File: config.mk
export PLATFORM = sky130hd
export DESIGN_NAME = tsb_front
export DESIGN_NICKNAME = d
export VERILOG_FILES = /design/src/tsb_pkg.sv /design/src/tsb_front.sv
export SDC_FILE = /design/constraint.sdc
export NUM_CORES = 1
export LEC_CHECK = 0
export BUFFER_PORTS_ARGS = -buffer_cell sky130_fd_sc_hd__buf_4
export CAP_MARGIN = 40
export CORE_ASPECT_RATIO = 0.5
export CORE_MARGIN = 3
export CORE_UTILIZATION = 51
export DETAILED_ROUTE_END_ITERATION = 10
export PLACE_DENSITY = 0.78
export SLEW_MARGIN = 20
export SYNTH_ARGS = -nofsm -noshare
export SYNTH_HDL_FRONTEND = slang
export SYNTH_SLANG_ARGS = --single-unit
File: constraint.sdc
create_clock -name clk -period 2.6 [get_ports clk]
set_input_delay 0.13 -clock clk [delete_from_list [all_inputs] [get_ports clk]]
set_output_delay 0.13 -clock clk [all_outputs]
set_load 0.005 [all_outputs]
File: src/tsb_pkg.sv
// Shared constants, codes and the job type of the slot packet bridge.
// Depends on nothing; every other file but tsb_ram refers to it by scoped names.
package tsb_pkg;

	localparam int RING_DEPTH   = 64;
	localparam int PACKET_BYTES = 64;
	localparam int STORE_SIZE   = RING_DEPTH * PACKET_BYTES;

	localparam int SLOT_W = $clog2(RING_DEPTH);
	localparam int OFF_W  = $clog2(PACKET_BYTES);
	localparam int ADDR_W = $clog2(STORE_SIZE);
	localparam int CFG_W  = 16;
	localparam int JQ_DEPTH = 2;
	localparam int JQ_PW    = $clog2(JQ_DEPTH);

	localparam logic [7:0] PKT_LEN     = 8'(PACKET_BYTES);
	localparam logic [7:0] HALF_POINT  = 8'd128;
	localparam logic [15:0] IDLE_MAX   = 16'hFFFF;
	localparam logic [15:0] TIMEOUT_RST = 16'd100;
	localparam logic [OFF_W-1:0] OFF_FIRST = OFF_W'(2);
	localparam logic [OFF_W-1:0] OFF_LAST  = OFF_W'(PACKET_BYTES - 1);
	localparam logic [SLOT_W-1:0] SLOT_LAST = SLOT_W'(RING_DEPTH - 1);

	localparam logic [2:0] CMD_HOST  = 3'd0;
	localparam logic [2:0] CMD_SLOT  = 3'd1;
	localparam logic [2:0] CMD_MS    = 3'd2;
	localparam logic [2:0] CMD_RXHDR = 3'd3;
	localparam logic [2:0] CMD_XMIT  = 3'd4;

	localparam logic [1:0] REG_NODE_ODD  = 2'd0;
	localparam logic [1:0] REG_DEAD_TIME = 2'd1;
	localparam logic [1:0] REG_XFER_DLY  = 2'd2;
	localparam logic [1:0] REG_FLUSH_TO  = 2'd3;

	// One unit of work for the transmit side: a packet to stream or an overflow beat.
	typedef struct packed {
		logic              ovf;
		logic [SLOT_W-1:0] slot;
		logic [7:0]        len;
		logic [7:0]        stamp;
	} job_t;

	// Base address of a ring slot in the packet store.
	function automatic logic [ADDR_W-1:0] slot_base(input logic [SLOT_W-1:0] slot);
		slot_base = ADDR_W'(slot) * ADDR_W'(PACKET_BYTES);
	endfunction

endpackage

File: src/tsb_front.sv
// Front end: accepts beats, holds config, ring pointers and counters, writes the store
// and queues transmit jobs. Depends on tsb_pkg.
module tsb_front (
	input  logic                       clk,
	input  logic                       arst_n,
	input  logic                       in_valid,
	output logic                       in_stall,
	input  logic [2:0]                 cmd,
	input  logic [7:0]                 host_byte,
	input  logic [7:0]                 rx_length,
	input  logic [7:0]                 rx_stamp,
	input  logic                       cfg_we,
	input  logic [1:0]                 cfg_index,
	input  logic [tsb_pkg::CFG_W-1:0]  cfg_wdata,
	input  logic                       q_full,
	input  logic                       q_hit,
	input  logic                       b_hit,
	output logic [tsb_pkg::SLOT_W-1:0] fill_slot,
	output logic                       push,
	output tsb_pkg::job_t              job,
	output logic                       ram_we,
	output logic [tsb_pkg::ADDR_W-1:0] ram_waddr,
	output logic [7:0]                 ram_wdata
);

	logic        node_odd_q;
	logic [7:0]  dead_time_q;
	logic [7:0]  xfer_dly_q;
	logic [15:0] flush_to_q;

	logic [7:0]                 slot_count_q;
	logic [tsb_pkg::SLOT_W-1:0] write_slot_q;
	logic [tsb_pkg::SLOT_W-1:0] read_slot_q;
	logic [tsb_pkg::OFF_W-1:0]  fill_q;
	logic [15:0]                idle_q;

	logic                       accept;
	logic                       win_open;
	logic [8:0]                 c9, h9, sum9;
	logic [tsb_pkg::SLOT_W-1:0] nxt_write;
	logic                       have_full;
	logic                       may_flush;

	// host beats wait while their slot is read out; host/xmit beats wait on a full queue
	always_comb begin
		in_stall = 1'b0;
		if ((cmd == tsb_pkg::CMD_HOST) || (cmd == tsb_pkg::CMD_XMIT)) begin
			in_stall = q_full;
		end
		if ((cmd == tsb_pkg::CMD_HOST) && (q_hit || b_hit)) begin
			in_stall = 1'b1;
		end
	end

	assign accept    = in_valid && !in_stall;
	assign fill_slot = write_slot_q;

	// send window: own half, away from the guard around 0 and 128
	always_comb begin
		c9   = {1'b0, slot_count_q};
		h9   = {2'b00, dead_time_q[7:1]};
		sum9 = c9 + h9;
		win_open = 1'b1;
		if ((sum9 > 9'(tsb_pkg::HALF_POINT)) && (c9 < (9'(tsb_pkg::HALF_POINT) + h9))) begin
			win_open = 1'b0;
		end
		if ((sum9 > 9'd255) || (c9 < h9)) begin
			win_open = 1'b0;
		end
		if (node_odd_q) begin
			if (slot_count_q <= tsb_pkg::HALF_POINT) begin
				win_open = 1'b0;
			end
		end else begin
			if (slot_count_q >= tsb_pkg::HALF_POINT) begin
				win_open = 1'b0;
			end
		end
	end

	assign nxt_write = (write_slot_q == tsb_pkg::SLOT_LAST) ? '0 : write_slot_q + 1'b1;
	assign have_full = (write_slot_q != read_slot_q);
	assign may_flush = (idle_q > flush_to_q) && (fill_q > tsb_pkg::OFF_FIRST) && win_open;

	assign ram_we    = accept && (cmd == tsb_pkg::CMD_HOST);
	assign ram_waddr = tsb_pkg::slot_base(write_slot_q) + tsb_pkg::ADDR_W'(fill_q);
	assign ram_wdata = host_byte;

	always_comb begin
		push      = 1'b0;
		job.ovf   = 1'b0;
		job.slot  = read_slot_q;
		job.len   = tsb_pkg::PKT_LEN;
		job.stamp = slot_count_q;
		if (accept) begin
			if (cmd == tsb_pkg::CMD_HOST) begin
				if ((fill_q == tsb_pkg::OFF_LAST) && (nxt_write == read_slot_q)) begin
					push    = 1'b1;
					job.ovf = 1'b1;
					job.len = 8'd1;
				end
			end else if (cmd == tsb_pkg::CMD_XMIT) begin
				if (have_full) begin
					push = win_open;
				end else if (may_flush) begin
					push     = 1'b1;
					job.slot = write_slot_q;
					job.len  = 8'(fill_q);
				end
			end
		end
	end

	always_ff @(posedge clk or negedge arst_n) begin
		if (!arst_n) begin
			node_odd_q  <= 1'b0;
			dead_time_q <= '0;
			xfer_dly_q  <= '0;
			flush_to_q  <= tsb_pkg::TIMEOUT_RST;
		end else if (cfg_we) begin
			unique case (cfg_index)
				tsb_pkg::REG_NODE_ODD:  node_odd_q  <= cfg_wdata[0];
				tsb_pkg::REG_DEAD_TIME: dead_time_q <= cfg_wdata[7:0];
				tsb_pkg::REG_XFER_DLY:  xfer_dly_q  <= cfg_wdata[7:0];
				tsb_pkg::REG_FLUSH_TO:  flush_to_q  <= cfg_wdata[15:0];
				default: ;
			endcase
		end
	end

	always_ff @(posedge clk or negedge arst_n) begin
		if (!arst_n) begin
			slot_count_q <= '0;
			write_slot_q <= '0;
			read_slot_q  <= '0;
			fill_q       <= tsb_pkg::OFF_FIRST;
			idle_q       <= '0;
		end else if (accept) begin
			unique case (cmd)
				tsb_pkg::CMD_HOST: begin
					idle_q <= '0;
					if (fill_q == tsb_pkg::OFF_LAST) begin
						fill_q <= tsb_pkg::OFF_FIRST;
						if (nxt_write != read_slot_q) begin
							write_slot_q <= nxt_write;
						end
					end else begin
						fill_q <= fill_q + 1'b1;
					end
				end
				tsb_pkg::CMD_SLOT: begin
					slot_count_q <= slot_count_q + 1'b1;
				end
				tsb_pkg::CMD_MS: begin
					if (idle_q != tsb_pkg::IDLE_MAX) begin
						idle_q <= idle_q + 1'b1;
					end
				end
				tsb_pkg::CMD_RXHDR: begin
					if (rx_length <= tsb_pkg::PKT_LEN) begin
						slot_count_q <= rx_stamp + xfer_dly_q;
					end
				end
				tsb_pkg::CMD_XMIT: begin
					if (have_full) begin
						if (win_open) begin
							read_slot_q <= (read_slot_q == tsb_pkg::SLOT_LAST) ?
								'0 : read_slot_q + 1'b1;
						end
					end else if (may_flush) begin
						fill_q <= tsb_pkg::OFF_FIRST;
					end
				end
				default: ;
			endcase
		end
	end

endmodule

==> results.cfg <==
[drt]
routedWlPerCell_microns = 16.8
dr.pass1.iters = 5
antenna_left = 0
routed_wl_mm = 13.6
drc = 0
drt-initial-drc-count = 246
routed_via_density = 5.69
vias = 4618

[placed_design]
gp_congestion = 0.904
dp_hpwl_mm = 10.1
pre_cts_ws_ps = -124
io_buffer_count = 86
dp_cells = 785

[timing]
final_hold_viol_count = 0
period_needed_ps = 3070
relSlewSlack = 0.517
setup_slack_ps = -466
worstMarginPinSlew_ps = 720
tns_ps = -6080
slew_viol_final = 0
clock_skew_ps = 8.76
setup_viol = 20
max_freq_ghz = 0.326
finalCritPeriodShare = 1.18
rsz0062_at_grt = true

[synthesis]
synth_top_area_frac = 0.328
ys_ff_latch = 74
yosysUniqueCellTypes = 76
synth_top_cell_by_area = dfrtp_1
synth_area_sq_um = 5340
synth_fp_nets = 669
yosysWarnings = 0
synth_edf_count = 0
netlist_top_cells_area = dfrtp_1 33%, ha_1 10%, mux2_2 6.7%, inv_1 3.3%, xor2_1 3.3%
synth-seq-area-share = 0.347
syn_area_per_cell_sq_um = 9.36
synthCells = 571
synthArstFlopShare = 1.00
synthFlopType = dfrtp_1

[cells_and_area]
final_cells = 812
layout_commonest_cell = buf_4
layout-drive-gt1-share = 0.310
mostFrequentLayoutCells = 117 x buf_4, 68 x dfrtp_1, 47 x inv_1
n_antenna_cell = 0
multi_input_area_sq_um = 3190
nets = 770
nFillCells = 766
area_delta_synth_final_pct = 25.5
regArea_sq_um = 1860

[clock_tree]
clock_latency_ps = 330
cts_tree = built
clockBufferDepth = 2
clock_sinks = 74
root_buffer = clkbuf_16
numCtsBuffers = 9
htree_levels = 3
cts.clk_slew.worst_paths_ps = 60

[global_route]
grt_overflow = 0
grt_pass1_wl_mm = 22.2
antenna_found_initial = 0
grt_max_degree = 57
grt_pass1_vias = 4602
grt_util_all_layers = 0.236

[outcome]
violations = setup timing
status = complete, but fails checks

[floorplanning]
die_w_microns = 151
fp.dieH_microns = 78.4
dieArea_sq_um = 11800
ios = 104
row_count = 25
start_util = 0.544
coreArea_sq_um = 9820

[worst_setup_path]
crit_path_end_kind = primary output
cp-start-kind = register
slowest_delay_ps = 390
critPathMaxFanout = 7
cp_data_arrival_time_ps = 2940
crit_start = dead_time_q[1]$_DFFE_PN0P_
r2r-start = dead_time_q[1]$_DFFE_PN0P_
required_ps = 2470
worstSetupPathType = register to primary output
critPathSlowestCell = dfrtp_1
cp_cell_sequence = ha_2 > fa_2 > xnor2_1 > a21oi_1 > and4b_1 > nand2_2 > o311ai_4 > nand4_1 > buf_6 > and2_1 > buf_4

[worst_hold_path]
hold_start = cfg_wdata[14]
hold_path_class = primary input to register

[job]
cap_violations = 0

[power_and_ir_drop]
ir_drop_v = 0.000411
power_density_nw_per_um2 = 779
p_total_mw = 5.23
leakage_nw = 3.23
## state kept, by name, indices dropped and copies added (netlist names)
signal        flops
dead_time_q       7
fill_q            6
fill_slot         6
flush_to_q       16
idle_q           16
node_odd_q        1
read_slot_q       6
slot_count_q      8
xfer_dly_q        8
## cell families (layout without fill, tap and decap cells)
| family | Yosys count | after routing | share of synthesized area |
|---|---|---|---|
| AOI/OAI and AO/OA | 118 | 118 | 0.154 |
| xor gates and xnor gates | 35 | 35 | 0.0574 |
| adders and majority gates | 46 | 46 | 0.111 |
| buffers and inverters | 83 | 189 | 0.0702 |
| DFF | 74 | 74 | 0.347 |
| muxes | 37 | 37 | 0.0782 |
| other | 1 | 1 | 0.000702 |
| and+or+nand+nor | 177 | 177 | 0.181 |
## where the power goes
part           internal, mW  total, mW  switching [mW]
Sequential             1.36       1.57           0.205
Combinational          1.10       2.27            1.17
Clock                 0.897       1.38           0.487
## area by class of cell
| class | instances | area share |
|---|---|---|
| Clock buffer | 11 | 0.0377 |
| Clock inverter | 5 | 0.0127 |
| Inverter | 49 | 0.0274 |
| Multi-Input combinational cell | 414 | 0.475 |
| Sequential cell | 74 | 0.277 |
| Tap cell | 135 | 0.0252 |
| Timing Repair Buffer | 124 | 0.145 |
## synthesized netlist by cell type, drive strengths merged, types with 2 or more instances
| cell type | instances |
|---|---|
| a211oi | 3 |
| a21boi | 3 |
| a21o | 4 |
| a21oi | 28 |
| a31o | 4 |
| a31oi | 8 |
| and2 | 3 |
| and3 | 10 |
| and4 | 4 |
| buf | 20 |
| clkbuf | 14 |
| dfrtp | 70 |
| dfstp | 4 |
| fa | 2 |
| ha | 44 |
| inv | 48 |
| mux2 | 35 |
| mux2i | 2 |
| nand2 | 33 |
| nand2b | 5 |
| nand3 | 22 |
| nand3b | 4 |
| nand4 | 8 |
| nor2 | 40 |
| nor2b | 10 |
| nor3 | 7 |
| nor3b | 4 |
| nor4 | 9 |
| o2111ai | 2 |
| o211a | 2 |
| o211ai | 7 |
| o21a | 2 |
| o21ai | 32 |
| o21bai | 3 |
| o221ai | 3 |
| o311ai | 2 |
| o31ai | 5 |
| or2 | 4 |
| or3 | 7 |
| or4 | 2 |
| xnor2 | 15 |
| xor2 | 20 |
## through the flow
step	instance area, sq um	hold WS [ps]	utilization
after floorplan	5370	-166	-
after global placement	6180	260	0.629
after detailed placement	6210	31.3	0.632
after CTS	6640	19.2	0.676
after global routing	6710	18.1	0.683
final	6710	23.6	0.683
## metal layers
metal | vias up | GRT usage | part of all wire
li1 | 2215 | - | -
met1 | 2236 | 0.312 | 0.45
met2 | 138 | 0.385 | 0.48
met3 | 29 | 0.0490 | 0.052
met4 | 0 | 0.0823 | 0.019
met5 | - | 0 | 0
## worst max-delay path, delay by kind of cell (launching register included)
kind            cells  cell delay [ps]
compound gates      2              520
xor+xnor            1              140
fa+ha+maj           2              560
buf+inv             2              310
flops               1              390
simple gates        4              680
## worst paths after layout
| path | slack, ps | cells past startpoint | to |
|---|---|---|---|
| worst max register to register | -380 | 11 | read_slot_q[0]$_DFFE_PN0P_ |
| worst min register to register | 510 | 1 | flush_to_q[3]$_DFFE_PN0P_ |
| min in group asynchronous | 220 | 2 | idle_q[8]$_DFFE_PN0P_ |
| worst min-delay path | 20 | 2 | flush_to_q[14]$_DFFE_PN0P_ |
| worst max-delay path | -470 | 11 | job[14] |
| max in group asynchronous | 1780 | 3 | fill_q[1]$_DFFE_PN1P_ |
## repair_timing
action,4_1_cts,5_1_grt
pin swaps,6,2
hold buffers,1,0
setup buffers,5,4
gates resized for setup,9,8
setup endpoints to repair,19,21
gates cloned,0,0
hold endpoints to repair,18,0
Note: power is estimated with default switching activity, not from simulation.
