`src/tsb_pkg.sv`:
```
// Shared constants, codes and the job type of the slot packet bridge.
// Depends on nothing; every other file but tsb_ram refers to it by scoped names.
package tsb_pkg;

	localparam int RING_DEPTH   = 64;
	localparam int PACKET_BYTES = 64;
	localparam int STORE_SIZE   = RING_DEPTH * PACKET_BYTES;

	localparam int SLOT_W = $clog2(RING_DEPTH);
	localparam int OFF_W  = $clog2(PACKET_BYTES);
	localparam int ADDR_W = $clog2(STORE_SIZE);
	localparam int CFG_W  = 16;
	localparam int JQ_DEPTH = 2;
	localparam int JQ_PW    = $clog2(JQ_DEPTH);

	localparam logic [7:0] PKT_LEN     = 8'(PACKET_BYTES);
	localparam logic [7:0] HALF_POINT  = 8'd128;
	localparam logic [15:0] IDLE_MAX   = 16'hFFFF;
	localparam logic [15:0] TIMEOUT_RST = 16'd100;
	localparam logic [OFF_W-1:0] OFF_FIRST = OFF_W'(2);
	localparam logic [OFF_W-1:0] OFF_LAST  = OFF_W'(PACKET_BYTES - 1);
	localparam logic [SLOT_W-1:0] SLOT_LAST = SLOT_W'(RING_DEPTH - 1);

	localparam logic [2:0] CMD_HOST  = 3'd0;
	localparam logic [2:0] CMD_SLOT  = 3'd1;
	localparam logic [2:0] CMD_MS    = 3'd2;
	localparam logic [2:0] CMD_RXHDR = 3'd3;
	localparam logic [2:0] CMD_XMIT  = 3'd4;

	localparam logic [1:0] REG_NODE_ODD  = 2'd0;
	localparam logic [1:0] REG_DEAD_TIME = 2'd1;
	localparam logic [1:0] REG_XFER_DLY  = 2'd2;
	localparam logic [1:0] REG_FLUSH_TO  = 2'd3;

	// One unit of work for the transmit side: a packet to stream or an overflow beat.
	typedef struct packed {
		logic              ovf;
		logic [SLOT_W-1:0] slot;
		logic [7:0]        len;
		logic [7:0]        stamp;
	} job_t;

	// Base address of a ring slot in the packet store.
	function automatic logic [ADDR_W-1:0] slot_base(input logic [SLOT_W-1:0] slot);
		slot_base = ADDR_W'(slot) * ADDR_W'(PACKET_BYTES);
	endfunction

endpackage

```
`src/tsb_jobq.sv`:
```
// Two-entry job queue between front and back; also reports whether a queued
// packet reads a given slot. Depends on tsb_pkg.
module tsb_jobq (
	input  logic                       clk,
	input  logic                       arst_n,
	input  logic                       push,
	input  tsb_pkg::job_t              push_job,
	input  logic                       pop,
	output logic                       q_valid,
	output tsb_pkg::job_t              q_job,
	output logic                       q_full,
	input  logic [tsb_pkg::SLOT_W-1:0] cmp_slot,
	output logic                       q_hit
);

	tsb_pkg::job_t                entry_q [tsb_pkg::JQ_DEPTH];
	logic [tsb_pkg::JQ_DEPTH-1:0] vld_q;
	logic [tsb_pkg::JQ_PW-1:0]    wr_ptr_q;
	logic [tsb_pkg::JQ_PW-1:0]    rd_ptr_q;

	assign q_valid = vld_q[rd_ptr_q];
	assign q_full  = vld_q[wr_ptr_q];
	assign q_job   = entry_q[rd_ptr_q];

	always_comb begin
		q_hit = 1'b0;
		for (int i = 0; i < tsb_pkg::JQ_DEPTH; i++) begin
			if (vld_q[i] && !entry_q[i].ovf && (entry_q[i].slot == cmp_slot)) begin
				q_hit = 1'b1;
			end
		end
	end

	always_ff @(posedge clk) begin
		if (push) begin
			entry_q[wr_ptr_q] <= push_job;
		end
	end

	always_ff @(posedge clk or negedge arst_n) begin
		if (!arst_n) begin
			vld_q    <= '0;
			wr_ptr_q <= '0;
			rd_ptr_q <= '0;
		end else begin
			if (pop) begin
				vld_q[rd_ptr_q] <= 1'b0;
				rd_ptr_q <= rd_ptr_q + 1'b1;
			end
			if (push) begin
				vld_q[wr_ptr_q] <= 1'b1;
				wr_ptr_q <= wr_ptr_q + 1'b1;
			end
		end
	end

	a_no_push_full: assert property (@(posedge clk) disable iff (!arst_n)
		push |-> !q_full)
		else $error("job pushed into a full queue");

endmodule

```
`config.mk`:
```
export PLATFORM = sky130hd
export DESIGN_NAME = tsb_jobq
export DESIGN_NICKNAME = d
export VERILOG_FILES = /design/src/tsb_pkg.sv /design/src/tsb_jobq.sv
export SDC_FILE = /design/constraint.sdc
export NUM_CORES = 1
export LEC_CHECK = 0
export ABC_AREA = 1
export BUFFER_PORTS_ARGS = -buffer_cell sky130_fd_sc_hd__buf_2
export CAP_MARGIN = 20
export CORE_AREA = 3 3 77 64
export DETAILED_ROUTE_END_ITERATION = 8
export DIE_AREA = 0 0 80 67
export GPL_ROUTABILITY_DRIVEN = 0
export PLACE_DENSITY = 0.76
export SLEW_MARGIN = 20
export SYNTH_ARGS = -nofsm -noshare
export SYNTH_HDL_FRONTEND = slang
export SYNTH_SLANG_ARGS = --single-unit
export TNS_END_PERCENT = 1
```
`constraint.sdc`:
```
create_clock -name clk -period 2.8 [get_ports clk]
set_input_delay 0.42 -clock clk [delete_from_list [all_inputs] [get_ports clk]]
set_output_delay 0.42 -clock clk [all_outputs]
set_load 0.03 [all_outputs]
```
==> qor.txt, run 1 <==
Status: completed
Flop pwr share: 42.3%
Crit end category: output port
Crit-path max FO: 25
PwrDens: 1034 mW/mm^2
Placed cell areas: 0.002430 mm^2
Vias per inst: 4.547
Placed insts: 307
Sequential cell area fraction in the yosys report: 70.69%
CTS tree: done
Largest net degree at the start of global routing: 26
Antenna violations before repair: 0
NetSw: 1.090 mW
H-tree Lvls: 2
DIE WIDTH: 80 um
Post-synth cell types: 12
Drt wl/cell: 11.94 um
Switching share of total power: 41.38%
Die height: 67 um
Design area: 0.002549 mm^2
Crit path to: q_job[15]
Num CTS Buffers: 5
FF-to-FF Start: rd_ptr_q
Crit path kind: reg -> out
Post-CTS Setup Bufs: 0
Drt drc: 0
CTS Sinks: 50
R2R depth: 3
Comb power frac: 39.7%
Final hold viol count: 0
PortBufs: 58
Fin cells: 316
Critical Path AT: 1800 ps
Core Rows: 21
CTS max path bufs: 2
Initial Utilization: 49.85%
Final setup fails: 0
Int Power: 1.544 mW
Gr ovfl total: 0
Setup WS pre-CTS: 890.7 ps
Total GRT Usage: 15.10%
Critical path startpoint category: flip-flop
Vias in the first global route: 1423
Worst R2R End: vld_q[0]
Clk pin slew, worst setup/hold paths: 80 ps
Max cap viols: 0
Leakage: 1.208 nW
Final Cycle Share: 79.12%
Antenna cells: 0
Layout area overhead: 21.61%
Clk_lat worst skew: 290 ps
First-pass GRT wire length: 6009 um
Total power: 2.634 mW
FF+latch count, synth: 50
Worst EP required: 2380 ps
DP HPWL: 2683 um
Antenna Nets Post-Route: 0
Initial drt markers: 78
Clock skew: 1.845 ps
RSZ-0062 raised after global routing: false
Core Box Area: 0.004204 mm^2
Syn. warnings: 0
Actual slew at the worst max-slew pin: 779.4 ps
Crit. Startpoint: rd_ptr_q
Syn_nets: 227
Synth Instances: 194
Fin crit period: 2215 ps
Synth Cell Area: 0.002096 mm^2
Clock network fraction of design power: 18.0%
Final Max Slew Viols: 0
Drt pass-1 iters: 4
FMAX: 0.4514 GHz
Setup slack after layout: 584.6 ps
Vias: 1437
Slew HR: 48.04%
Setup TNS: 0 ps
DRT Wirelength: 3773 um
Nets: 291
Top-level I/O count: 59
Setup slack, reg-to-reg: 1350 ps
Die ar.: 0.005360 mm^2
Mean post-synth cell area: 10.80 um^2
Layout cells sized above 1: 27.41%
Worst min path class: in -> reg
Clk root buf: clkbuf_8
Max VDD drop: 0.6313 mV
[how the worst min path moves through the flow]
stage | start | to | depth (start not counted)
global route | push_job[8] | entry_q[0][8] | 1
finish | push_job[7] | entry_q[1][7] | 1
CTS | push_job[1] | entry_q[0][1] | 1
floorplan | arst_n | rd_ptr_q | 0
detailed placement | arst_n | wr_ptr_q | 1
global placement | arst_n | wr_ptr_q | 1
[kinds of logic (layout without fill, tap and decap cells)]
| group | Yosys count | in the layout | share of synthesized area [%] |
|---|---|---|---|
| DFF | 50 | 50 | 70.69 |
| AOI/OAI and AO/OA | 16 | 16 | 3.821 |
| xor gates and xnor gates | 2 | 2 | 0.8360 |
| buffers and inverters | 29 | 94 | 6.925 |
| and+or+nand+nor | 97 | 97 | 17.73 |
[power groups by stage]
stage | sequential (mW) | combinational (mW) | clock (mW)
after global placement | 1.13 | 1.04 | 0
final | 1.11 | 1.05 | 0.475
after global routing | 1.14 | 1.14 | 0.523
after CTS | 1.11 | 1.06 | 0.491
after floorplan | 1.06 | 0.837 | 0
after detailed placement | 1.13 | 1.05 | 0
[cells in the mapped netlist (all sizes together)]
| cell type | count | area, um^2 |
|---|---|---|
| nand2 | 84 | 315.3 |
| edfxtp | 46 | 1381 |
| inv | 24 | 92.59 |
| o21ai | 16 | 80.08 |
| nor2 | 7 | 26.28 |
| nand3 | 6 | 30.03 |
| buf | 5 | 52.55 |
| dfrtp | 4 | 100.1 |
| xor2 | 2 | 17.52 |
[area by class of cell]
class / instances / area, um^2
Sequential cell: 50 / 1481
Fill cell: 369 / 1655
Clock buffer: 5 / 68.82
Inverter: 24 / 92.59
Tap cell: 57 / 71.32
Timing Repair Buffer: 62 / 322.8
Clock inverter: 3 / 40.04
Multi-Input combinational cell: 115 / 471.7
[stage by stage]
step / utilization (%) / hold slack, ps
6_report: 60.62 / 312.2
4_1_cts: 60.62 / 299.0
2_1_floorplan: - / 124.4
3_5_place_dp: 57.80 / 230.2
3_3_place_gp: 57.80 / 230.1
5_1_grt: 60.62 / 295.7
[worst max-delay path, stage by stage, from the launching register on]
cell	delay, ps
dfrtp_1	860
buf_4	310
nand2_1	60
nand2_1	80
buf_2	190
[what timing repair did]
| item | in CTS | in global routing |
|---|---|---|
| hold endpoints to repair | 4 | 0 |
| gates resized for setup | 0 | 0 |
| hold buffers | 1 | 0 |
[routing by layer]
| layer | global-route usage (%) | up-vias | share of wire [%] |
|---|---|---|---|
| li1 | - | 752 | - |
| met3 | 4.189 | 7 | 7.6 |
| met1 | 18.40 | 627 | 44 |
| met2 | 25.31 | 51 | 46 |
| met5 | 0 | - | 0 |
| met4 | 6.329 | 0 | 1.5 |
[cell usage in the layout (no fill, tap or decap), drive strengths merged]
cell type | synthesis | final
buf | 5 | 61
bufinv | 0 | 1
clkbuf | 0 | 5
clkinv | 0 | 2
dfrtp | 4 | 4
dlygate4sd3 | 0 | 1
edfxtp | 46 | 46
inv | 24 | 24
nand2 | 84 | 84
nand3 | 6 | 6
nor2 | 7 | 7
o21ai | 16 | 16
xor2 | 2 | 2
[state kept, by name, summed over array words and instances, names as in the netlist]
register	cells
rd_ptr_q	1
vld_q	2
entry_q	46
wr_ptr_q	1
No activity file was read; power rests on OpenSTA's default activity.
==> run 2: changes to the inputs <==
CORE_AREA = 3 3 80 67   (was 3 3 77 64)
DIE_AREA = 0 0 83 70   (was 0 0 80 67)
PLACE_DENSITY = 0.73   (was 0.76)
clock period = 1.95 ns   (was 2.8 ns; I/O delays follow)
==> qor.txt, run 2 (synthesis results as in run 1) <==
Gr ovfl total: 0 (unchanged)
Placed cell areas: 0.002441 mm^2 (+0.46%)
Core Box Area: 0.004569 mm^2 (+8.7%)
DP HPWL: 2743 um (+2.2%)
Core Rows: 22 (+4.8%)
Fin cells: 319 (+0.95%)
CTS tree: done
Num CTS Buffers: 5 (unchanged)
Layout cells sized above 1: 27.80% (+0.39 points)
Crit-path max FO: 14 (-44%)
Largest stage delay, worst path: 510 ps (-350 ps)
Largest net degree at the start of global routing: 24 (-7.7%)
FMAX: 0.5934 GHz
Design area: 0.002535 mm^2 (-0.54%)
Leakage: 1.198 nW (-0.80%)
Clk_lat worst skew: 290 ps (about the same)
Final Cycle Share: 86.42%
Drt pass-1 iters: 6 (+2)
Worst-path cell chain: buf_4 > nand2_1 > nand2_1 > buf_2
Top-level I/O count: 59 (unchanged)
Worst min path class: in -> reg
Top reg by flops: entry_q
Clk root buf: clkbuf_8
Drt wl/cell: 11.92 um (-0.15%)
Max reg flops: 46 (unchanged)
Post-CTS Setup Bufs: 0 (unchanged)
Critical Path AT: 1390 ps (-410 ps)
Max cap viols: 0 (unchanged)
Nets: 292 (+0.34%)
Die height: 70 um (+4.5%)
Critical path startpoint category: flip-flop
Clk pin slew, worst setup/hold paths: 90 ps (about the same)
Antenna Nets Post-Route: 0 (unchanged)
Drt drc: 0 (unchanged)
Initial Utilization: 45.87% (-4.0 points)
Slew HR: 77.93% (+30 points)
DIE WIDTH: 83 um (+3.8%)
Actual slew at the worst max-slew pin: 331.1 ps (-448.3 ps)
Fin crit period: 1685 ps
PortBufs: 58 (unchanged)
Final Core Density: 55.48% (-5.1 points)
Crit end category: output port
First-pass GRT wire length: 6078 um (+1.1%)
Layout area overhead: 20.96%
Final setup fails: 0 (unchanged)
Status: completed
Die ar.: 0.005810 mm^2 (+8.4%)
CP max-delay cell: dfrtp_2
Vias: 1457 (+1.4%)
Vias per inst: 4.567 (+0.44%)
H-tree Lvls: 2 (unchanged)
Crit path kind: reg -> out
Setup TNS: 0 ps (unchanged)
Most used cell, CP: nand2_1
Initial drt markers: 54 (-31%)
Placed insts: 311 (+1.3%)
RSZ-0062 raised after global routing: false
CTS max path bufs: 2 (unchanged)
Most frequent cells in the layout: nand2_1 (84), buf_2 (58), edfxtp_1 (46), inv_1 (23), o21ai_0 (10)
Vias in the first global route: 1343 (-5.6%)
CTS Sinks: 50 (unchanged)
PwrDens: 1452 mW/mm^2 (+41%)
Top Registers: entry_q: 46 flops, vld_q: 2 flops
DRT Wirelength: 3803 um (+0.80%)
Worst EP required: 1660 ps (-720 ps)
Final hold viol count: 0 (unchanged)
Clock skew: 2.372 ps (+0.5268 ps)
Antenna cells: 0 (unchanged)
Total GRT Usage: 13.64% (-1.5 points)
Antenna violations before repair: 0 (unchanged)
Fillers: 407 (+10%)
Max VDD drop: 0.8657 mV (+37%)
Most common cell after layout, fill and taps aside: nand2_1
Final Max Slew Viols: 0 (unchanged)
## run 2: cell type report
class | instances | area, um^2 | share of cell area [%]
flip-flops and latches | 50 | 1483 | 58.49
inverters | 24 | 92.59 | 3.653
well taps | 60 | 75.07 | 2.962
multi-input cells | 115 | 471.7 | 18.61
clock buffers | 5 | 68.82 | 2.715
repair buffers | 63 | 330.3 | 13.03
clock inverters | 2 | 13.76 | 0.5429
## run 2: path summary, 6_finish.rpt
| path | from | end | cells after the start | slack [ps] |
|---|---|---|---|---|
| max | rd_ptr_q | q_job[14] | 4 | 260 |
| min | push_job[4] | entry_q[0][4] | 1 | 180 |
| max reg2reg | wr_ptr_q | entry_q[1][22] | 3 | 600 |
| min reg2reg | vld_q[1] | vld_q[1] | 2 | 580 |
| max in group asynchronous | arst_n | rd_ptr_q | 2 | 1480 |
| min in group asynchronous | arst_n | wr_ptr_q | 2 | 330 |
## run 2: critical path: cells and delay by family, from the launching register on
| family | cells | cell delay (ps) |
|---|---|---|
| buffers and inverters | 2 | 450 |
| and+or+nand+nor | 2 | 150 |
| DFF | 1 | 510 |
## run 2: repair_timing
action                                  CTS  global route
resized for setup                         0             1
endpoints found under the setup margin    0             2
endpoints found under the hold margin     4             0
hold buffers                              1             0
## run 2: per-layer routing
layer	share of wire [%]	global-route usage, %	wire length, um	up-vias
li1	-	-	-	754
met1	46	17.11	1740	649
met2	46	21.09	1749	49
met3	7.6	6.604	289	5
met4	0.63	3.811	24	0
met5	0	0	0	-
## run 2: power by group
part / switching [mW] / internal (mW) / leakage (nW)
Clock: 0.326 / 0.248 / 0.0444
Combinational: 1.12 / 0.420 / 0.677
Sequential: 0.129 / 1.43 / 0.477
Total: 1.58 / 2.10 / 1.20
## run 2: through the flow
stage	power (mW)	hold WS, ps	setup WS [ps]
floorplan	2.732	-3.091	121.7
CTS	3.722	169.6	107.8
global route	3.907	152.8	142.3
finish	3.682	179.6	264.9
global placement	3.140	108.3	465.7
detailed placement	3.155	108.9	431.1
