### src/tsb_pkg.sv
// Shared constants, codes and the job type of the slot packet bridge.
// Depends on nothing; every other file but tsb_ram refers to it by scoped names.
package tsb_pkg;

	localparam int RING_DEPTH   = 64;
	localparam int PACKET_BYTES = 64;
	localparam int STORE_SIZE   = RING_DEPTH * PACKET_BYTES;

	localparam int SLOT_W = $clog2(RING_DEPTH);
	localparam int OFF_W  = $clog2(PACKET_BYTES);
	localparam int ADDR_W = $clog2(STORE_SIZE);
	localparam int CFG_W  = 16;
	localparam int JQ_DEPTH = 2;
	localparam int JQ_PW    = $clog2(JQ_DEPTH);

	localparam logic [7:0] PKT_LEN     = 8'(PACKET_BYTES);
	localparam logic [7:0] HALF_POINT  = 8'd128;
	localparam logic [15:0] IDLE_MAX   = 16'hFFFF;
	localparam logic [15:0] TIMEOUT_RST = 16'd100;
	localparam logic [OFF_W-1:0] OFF_FIRST = OFF_W'(2);
	localparam logic [OFF_W-1:0] OFF_LAST  = OFF_W'(PACKET_BYTES - 1);
	localparam logic [SLOT_W-1:0] SLOT_LAST = SLOT_W'(RING_DEPTH - 1);

	localparam logic [2:0] CMD_HOST  = 3'd0;
	localparam logic [2:0] CMD_SLOT  = 3'd1;
	localparam logic [2:0] CMD_MS    = 3'd2;
	localparam logic [2:0] CMD_RXHDR = 3'd3;
	localparam logic [2:0] CMD_XMIT  = 3'd4;

	localparam logic [1:0] REG_NODE_ODD  = 2'd0;
	localparam logic [1:0] REG_DEAD_TIME = 2'd1;
	localparam logic [1:0] REG_XFER_DLY  = 2'd2;
	localparam logic [1:0] REG_FLUSH_TO  = 2'd3;

	// One unit of work for the transmit side: a packet to stream or an overflow beat.
	typedef struct packed {
		logic              ovf;
		logic [SLOT_W-1:0] slot;
		logic [7:0]        len;
		logic [7:0]        stamp;
	} job_t;

	// Base address of a ring slot in the packet store.
	function automatic logic [ADDR_W-1:0] slot_base(input logic [SLOT_W-1:0] slot);
		slot_base = ADDR_W'(slot) * ADDR_W'(PACKET_BYTES);
	endfunction

endpackage

### src/tsb_back.sv
// Back end: takes jobs and streams packets (length, stamp, stored payload) or
// overflow beats via a read stage and an output register. Depends on tsb_pkg.
module tsb_back (
	input  logic                       clk,
	input  logic                       arst_n,
	input  logic                       q_valid,
	input  tsb_pkg::job_t              q_job,
	output logic                       pop,
	input  logic [tsb_pkg::SLOT_W-1:0] cmp_slot,
	output logic                       b_hit,
	output logic                       ram_re,
	output logic [tsb_pkg::ADDR_W-1:0] ram_raddr,
	input  logic [7:0]                 ram_rdata,
	output logic                       out_valid,
	input  logic                       out_stall,
	output logic                       kind,
	output logic [7:0]                 out_byte,
	output logic                       last
);

	typedef enum logic [1:0] {
		ST_IDLE   = 2'b01,
		ST_STREAM = 2'b10
	} bstate_t;

	bstate_t                    state_q;
	tsb_pkg::job_t              cur_q;
	logic [tsb_pkg::ADDR_W-1:0] base_q;
	logic [7:0]                 idx_q;

	logic       s1_valid_s1;
	logic       s1_kind_s1;
	logic       s1_ram_s1;
	logic [7:0] s1_imm_s1;
	logic       s1_last_s1;

	logic       out_valid_s2;
	logic       kind_s2;
	logic [7:0] byte_s2;
	logic       last_s2;

	logic active;
	logic adv;
	logic issue;
	logic idx_last;

	assign active   = (state_q == ST_STREAM);
	assign adv      = !out_valid_s2 || !out_stall;
	assign issue    = active && adv;
	assign idx_last = (idx_q == (cur_q.len - 1'b1));
	assign pop      = !active && q_valid;

	assign b_hit     = active && !cur_q.ovf && (cur_q.slot == cmp_slot);
	assign ram_re    = issue && !cur_q.ovf && (idx_q > 8'd1);
	assign ram_raddr = base_q + tsb_pkg::ADDR_W'(idx_q);

	always_ff @(posedge clk) begin
		if (pop) begin
			cur_q  <= q_job;
			base_q <= tsb_pkg::slot_base(q_job.slot);
		end
		if (issue) begin
			s1_kind_s1 <= cur_q.ovf;
			s1_ram_s1  <= !cur_q.ovf && (idx_q > 8'd1);
			s1_last_s1 <= idx_last;
			if (cur_q.ovf) begin
				s1_imm_s1 <= 8'd0;
			end else if (idx_q == 8'd0) begin
				s1_imm_s1 <= cur_q.len;
			end else begin
				s1_imm_s1 <= cur_q.stamp;
			end
		end
		if (adv) begin
			kind_s2 <= s1_kind_s1;
			byte_s2 <= s1_ram_s1 ? ram_rdata : s1_imm_s1;
			last_s2 <= s1_last_s1;
		end
	end

	always_ff @(posedge clk or negedge arst_n) begin
		if (!arst_n) begin
			state_q      <= ST_IDLE;
			idx_q        <= '0;
			s1_valid_s1  <= 1'b0;
			out_valid_s2 <= 1'b0;
		end else begin
			unique case (state_q)
				ST_IDLE: begin
					if (pop) begin
						state_q <= ST_STREAM;
						idx_q   <= '0;
					end
				end
				ST_STREAM: begin
					if (issue) begin
						idx_q <= idx_q + 1'b1;
						if (idx_last) begin
							state_q <= ST_IDLE;
						end
					end
				end
				default: state_q <= ST_IDLE;
			endcase
			if (adv) begin
				s1_valid_s1  <= issue;
				out_valid_s2 <= s1_valid_s1;
			end
		end
	end

	assign out_valid = out_valid_s2;
	assign kind      = kind_s2;
	assign out_byte  = byte_s2;
	assign last      = last_s2;

	a_ovf_beat: assert property (@(posedge clk) disable iff (!arst_n)
		out_valid_s2 && kind_s2 |-> last_s2 && (byte_s2 == 8'd0))
		else $error("overflow beat without last or with data");

	a_idx_range: assert property (@(posedge clk) disable iff (!arst_n)
		active |-> (idx_q < cur_q.len))
		else $error("byte index ran past packet length");

	a_s1_hold: assert property (@(posedge clk) disable iff (!arst_n)
		s1_valid_s1 && !adv |=> s1_valid_s1 && $stable(s1_imm_s1) && $stable(s1_ram_s1))
		else $error("read stage changed while output was stalled");

endmodule

### config.mk
export PLATFORM = sky130hd
export DESIGN_NAME = tsb_back
export DESIGN_NICKNAME = d
export VERILOG_FILES = /design/src/tsb_pkg.sv /design/src/tsb_back.sv
export SDC_FILE = /design/constraint.sdc
export NUM_CORES = 1
export LEC_CHECK = 0
export ABC_AREA = 1
export CORE_ASPECT_RATIO = 1.25
export CORE_MARGIN = 2
export CORE_UTILIZATION = 35
export DETAILED_ROUTE_END_ITERATION = 7
export DONT_BUFFER_PORTS = 1
export PLACE_DENSITY_LB_ADDON = 0.2
export SLEW_MARGIN = 15
export SYNTH_ARGS = -nofsm -noshare
export SYNTH_HDL_FRONTEND = slang
export SYNTH_SLANG_ARGS = --single-unit
### constraint.sdc
create_clock -name clk -period 2.1 [get_ports clk]
set_input_delay 0.315 -clock clk [delete_from_list [all_inputs] [get_ports clk]]
set_output_delay 0.315 -clock clk [all_outputs]
set_load 0.02 [all_outputs]
==> results.yml, run 1 <==
synthesis:
  synthFlopType: "edfxtp_1"
  synth-xor-area-share: 0.0413
  yosysWarnings: 0
  syn_area_sq_mm: 0.00275
  synth_cells: 250
  syn_avg_cell_area_sq_um: 11.0
  ys_types: 34
  synth_fa_ha_area_frac: 0.0345
  synth_compound_area_frac: 0.0536
  yosysMostFrequentCell: "nand2_1"
  yosys-top-cells-area: "edfxtp_1, dfrtp_1, nand2_1, mux2_2, nor2_1"
  syn-num-nets: 298
  synth_top_area_cell: "edfxtp_1"
  synth_common_cells: "nand2_1, edfxtp_1, nor2_1, inv_1, nand3_1"
  yosys.area_share.simple: 0.185
  yosysSeqAreaShare: 0.589
  synth.area.mux_share: 0.0327
  ys_ff_latch: 56
  synth_edf_count: 44
  synth_top_family_by_area: "simple AND/OR/NAND/NOR gates"
  ys_async_sr_fraction: 0.214
  post-synth-top-area-fraction: 0.480
critical_path:
  path_class: "reg2out"
  end_kind: "output port"
  start_kind: "register"
  rrSetupSlack_ps: 370
  required_ps: 1780
  crit_arrival_ps: 1720
  cp_max_fo: 2
sta:
  hold_viol: 0
  tightest_slew_ps: 560
  slew_headroom: 0.626
  grt_setup_unrepaired: "yes"
  clock.fmax_mhz: 491
  period_share: 0.971
  whs_ps: 90.1
  setup_violations: 0
  drv_slew: 0
  fin_worst_skew_ps: 6.92
  period_needed_ps: 2040
outcome:
  status: "finished clean"
global_routing:
  grt_antenna_before_repair: 0
  grt_max_degree: 25
  grtUsageTotal: 0.127
  grt_pass1_wl_um: 8380
  grt_pass1_vias: 1723
  grt.overflow.total: 0
floorplan:
  die_height_um: 103
  num_io_pins: 67
  initial_core_util: 0.358
  row_count: 36
  core_area_sq_mm: 0.00770
  fp.dieW_um: 83.3
  die_area_sq_mm: 0.00860
place:
  post_dp_cell_area_sq_mm: 0.00291
  dpl.hpwl_um: 4110
  dpl.cell_count: 349
  gp_congestion: 0.826
  numPortBuffers: 0
detailed_routing:
  drtIter0Drc: 34
  drc: 0
  ant_nets: 0
  first_pass_iters: 4
  dr_total_vias: 1736
  drt-total-wl_um: 5340
  vias_per_cell: 4.81
  wl_per_cell_um: 14.8
clocking:
  clockBufferDepth: 2
  cts.htree.levels: 2
  clkSlewWorstSetupHoldPaths_ps: 110
  cts.sinks: 56
  clk-insertion-delay-late_ps: 310
  cts_tree: "done"
  root_buffer: "clkbuf_8"
  numCtsBuffers: 5
cells_and_area:
  drive_above_1_share: 0.237
  area_growth_pct: 10.9
  postLayoutCellArea_sq_mm: 0.00306
  diodes: 0
  finalNonFillerCells: 361
  n_fill_cell: 744
  layout.nets: 313
job:
  drv_cap: 0
worst_hold_path:
  hp-class: "in2reg"
pwr:
  p_per_area_mw_per_mm2: 1070
  ir_drop_v: 0.000590
  p_leak_nw: 1.22
## path summary, 6_finish.rpt
kind / cells past startpoint / from / to
max: 6 / idx_q[6] / ram_raddr[10]
min: 0 / q_job[2] / cur_q[2]
max reg2reg: 6 / cur_q[8] / s1_last_s1
min reg2reg: 0 / s1_kind_s1 / kind
max in group asynchronous: 1 / arst_n / idx_q[4]
min in group asynchronous: 1 / arst_n / idx_q[6]
## where the power goes
part / switching, mW / leakage, nW / internal [mW]
sequential: 0.199 / 0.588 / 1.50
clock: 0.376 / 0.0452 / 0.244
combinational: 0.616 / 0.591 / 0.325
## what timing repair did
action	CTS	global route
hold buffers	1	0
buffers inserted	1	2
gates resized for setup	2	4
endpoints found under the setup margin	1	4
pin swaps	1	4
cloned	0	0
hold endpoints to repair	12	0
## worst max-delay path, cell delays in order (launching register included)
cell and delay, ps:
dfrtp_1 370, ha_2 190, inv_1 50, fa_2 350, nor3_2 130, xor2_1 160
buf_4 160
## final cells by class
cell class,count,area (sq um),share of cell area
flip-flops and latches,56,1620,0.532
inverters,28,105,0.0344
clock buffers,5,68.8,0.0225
repair buffers,18,138,0.0450
well taps,95,119,0.0389
clock inverters,3,25.0,0.00819
multi-input cells,156,976,0.319
## per-stage QoR
stage	utilization	TNS [ps]	total power, mW	setup WS, ps
floorplan	-	0	2.46	237
finish	0.397	0	3.26	61.3
CTS	0.393	0	3.31	25.5
global route	0.397	-62.0	3.47	-31.1
global placement	0.378	0	2.67	236
detailed placement	0.378	0	2.67	250
## layer usage
layer / up-vias / global-route usage / part of all wire
li1: 876 / - / -
met1: 796 / 0.144 / 0.41
met2: 60 / 0.234 / 0.51
met3: 4 / 0.0365 / 0.063
met4: 0 / 0.0378 / 0.011
met5: - / 0 / 0
## kinds of logic after synthesis
family | after synthesis
fa+ha+maj | 7
simple gates | 104
buf+inv | 38
compound gates | 24
mux | 8
xor+xnor | 13
flops | 56
## cell usage in the layout, fill, tap and decap left out, types with 2 or more instances in the layout
cell / instances
o21ai_1: 2
mux2_2: 8
nor3_1: 4
nand2_1: 45
a211oi_1: 5
xnor2_1: 7
a211oi_2: 2
a21oi_1: 9
xor2_1: 6
buf_4: 17
nor4_1: 2
inv_2: 7
inv_1: 20
o21ai_0: 5
nand4_1: 2
nand3_1: 12
inv_6: 2
or2_2: 2
nor2_1: 21
nand2_4: 3
clkbuf_8: 5
nor2_4: 5
nor2_2: 2
ha_1: 5
dfrtp_1: 10
edfxtp_1: 44
## flip-flops by register name, indices dropped and copies added, names as in the netlist
register / flops
base_q: 6
state_q: 2
cur_q: 17
idx_q: 8
out_valid: 1
s1_kind_s1: 1
last: 1
s1_last_s1: 1
s1_ram_s1: 1
s1_imm_s1: 8
kind: 1
out_byte: 8
s1_valid_s1: 1
No activity file was read; power rests on OpenSTA's default activity.
==> run 2: changes to the inputs <==
Settings changed: REMOVE_ABC_BUFFERS set to 1, SLEW_MARGIN 15 to 20.
==> results.yml, run 2 (same netlist as run 1, synthesis figures left out) <==
critical_path:
  path_class: "reg2out"
  worstPathCellList: "ha_1, inv_1, fa_2, nor3_4, xor2_1, buf_4"
  cp_max_fo: 2
  required_ps: 1780
  end_kind: "output port"
  r2r_start: "cur_q[8]"
  ff2ff_path_depth: 6
  crit_arrival_ps: 1740
  cp_slowest_cell: "edfxtp_1"
  start_kind: "register"
  rr_endpoint: "s1_last_s1"
  max_stage_delay_ps: 370
  rrSetupSlack_ps: 290
pwr:
  ir_drop_v: 0.000416
  finalPower_mw: 3.34
  p_per_area_mw_per_mm2: 1090
  p_leak_nw: 1.24
floorplan:
  num_io_pins: 67
  fp.dieW_um: 83.3
  core_area_sq_mm: 0.00770
  die_area_sq_mm: 0.00860
  initial_core_util: 0.358
  die_height_um: 103
  row_count: 36
cells_and_area:
  final_cell_mix: "nand2_1, edfxtp_1, nor2_1, inv_1, buf_4"
  diodes: 0
  n_fill_cell: 752
  layout.nets: 315
  regMostFlops: "cur_q"
  drive_above_1_share: 0.235
  utilization: 0.399
  final_common_cell: "nand2_1"
  area_growth_pct: 11.5
  finalNonFillerCells: 363
  postLayoutCellArea_sq_mm: 0.00307
  largest_reg_flops: 17
job:
  drv_cap: 0
outcome:
  status: "finished clean"
global_routing:
  grt_pass1_vias: 1744
  grt_antenna_before_repair: 0
  grtUsageTotal: 0.132
  grt_max_degree: 25
  grt.overflow.total: 0
  grt_pass1_wl_um: 8760
detailed_routing:
  drtIter0Drc: 100
  vias_per_cell: 4.82
  dr_total_vias: 1748
  wl_per_cell_um: 15.5
  drt-total-wl_um: 5630
  ant_nets: 0
  drc: 0
  first_pass_iters: 4
clocking:
  root_buffer: "clkbuf_8"
  cts_tree: "done"
  clkSlewWorstSetupHoldPaths_ps: 110
  cts.htree.levels: 2
  clockBufferDepth: 2
  numCtsBuffers: 5
  clk-insertion-delay-late_ps: 320
  cts.sinks: 56
worst_hold_path:
  hold_depth: 0
  hp-class: "in2reg"
  hold_end: "cur_q[1]"
  min_from: "q_job[1]"
sta:
  period_needed_ps: 2050
  drv_slew: 0
  clock.fmax_mhz: 488
  setup_violations: 0
  period_share: 0.977
  whs_ps: 81.0
  tightest_slew_ps: 629
  fin_worst_skew_ps: 11.0
  grt_setup_unrepaired: "yes"
  hold_viol: 0
  slew_headroom: 0.579
place:
  post_dp_cell_area_sq_mm: 0.00293
  gp_congestion: 0.833
  numPortBuffers: 0
  dpl.hpwl_um: 4190
  dpl.cell_count: 351
[run 2: changes by cell type in the layout (fill, tap and decap cells not counted)]
cell,delta
nor2_1,+1
inv_1,-1
ha_2,-1
nor3_2,-1
dfrtp_2,-1
inv_2,+1
nor3_4,+1
dfrtp_1,+1
buf_4,+2
nor2_2,-1
ha_1,+1
[run 2: report_power, final]
group          switching (mW)  leakage, nW  internal, mW
clock                   0.384       0.0452         0.244
combinational           0.663        0.608         0.350
sequential              0.196        0.590          1.50
[run 2: routing by layer]
layer,GRT usage,up-vias,wire [um]
met4,0.0391,0,56
li1,-,868,-
met2,0.243,54,2870
met1,0.150,822,2380
met3,0.0389,4,328
met5,0,-,0
[run 2: stage by stage]
stage	setup TNS, ps	setup slack, ps
global placement	0	236
finish	0	48.7
detailed placement	0	240
global route	-46.7	-26.6
floorplan	-3640	-156
CTS	0	37.1
[run 2: cell type report]
| type | instances | area (sq um) | area share |
|---|---|---|---|
| Clock buffer | 5 | 68.8 | 0.0224 |
| Clock inverter | 3 | 25.0 | 0.00815 |
| Inverter | 28 | 105 | 0.0342 |
| Tap cell | 95 | 119 | 0.0387 |
| Multi-Input combinational cell | 156 | 977 | 0.318 |
| Sequential cell | 56 | 1620 | 0.529 |
| Timing Repair Buffer | 20 | 153 | 0.0497 |
[run 2: worst max path at each step]
stage	endpoint	from	depth (start not counted)	slack, ps
floorplan	base_q[10]	state_q[0]	2	-160
global placement	ram_raddr[10]	base_q[6]	6	240
detailed placement	ram_raddr[10]	base_q[6]	6	240
CTS	ram_raddr[11]	base_q[7]	6	40
global route	ram_raddr[11]	idx_q[7]	6	-30
finish	ram_raddr[10]	base_q[6]	6	50
[run 2: critical path, delay by kind of cell, from the launching register on]
kind / cells / cell delay (ps)
adder cells (fa/ha/maj): 2 / 540
flip-flops: 1 / 370
buffers and inverters: 2 / 220
XOR/XNOR: 1 / 170
AND/OR/NAND/NOR: 1 / 130
[run 2: what timing repair did]
item,CTS,global route
endpoints found under the setup margin,1,4
resized for setup,2,3
hold endpoints to repair,12,0
hold buffers,1,0
pin swaps,1,0
gates cloned,0,0
buffers inserted,2,1
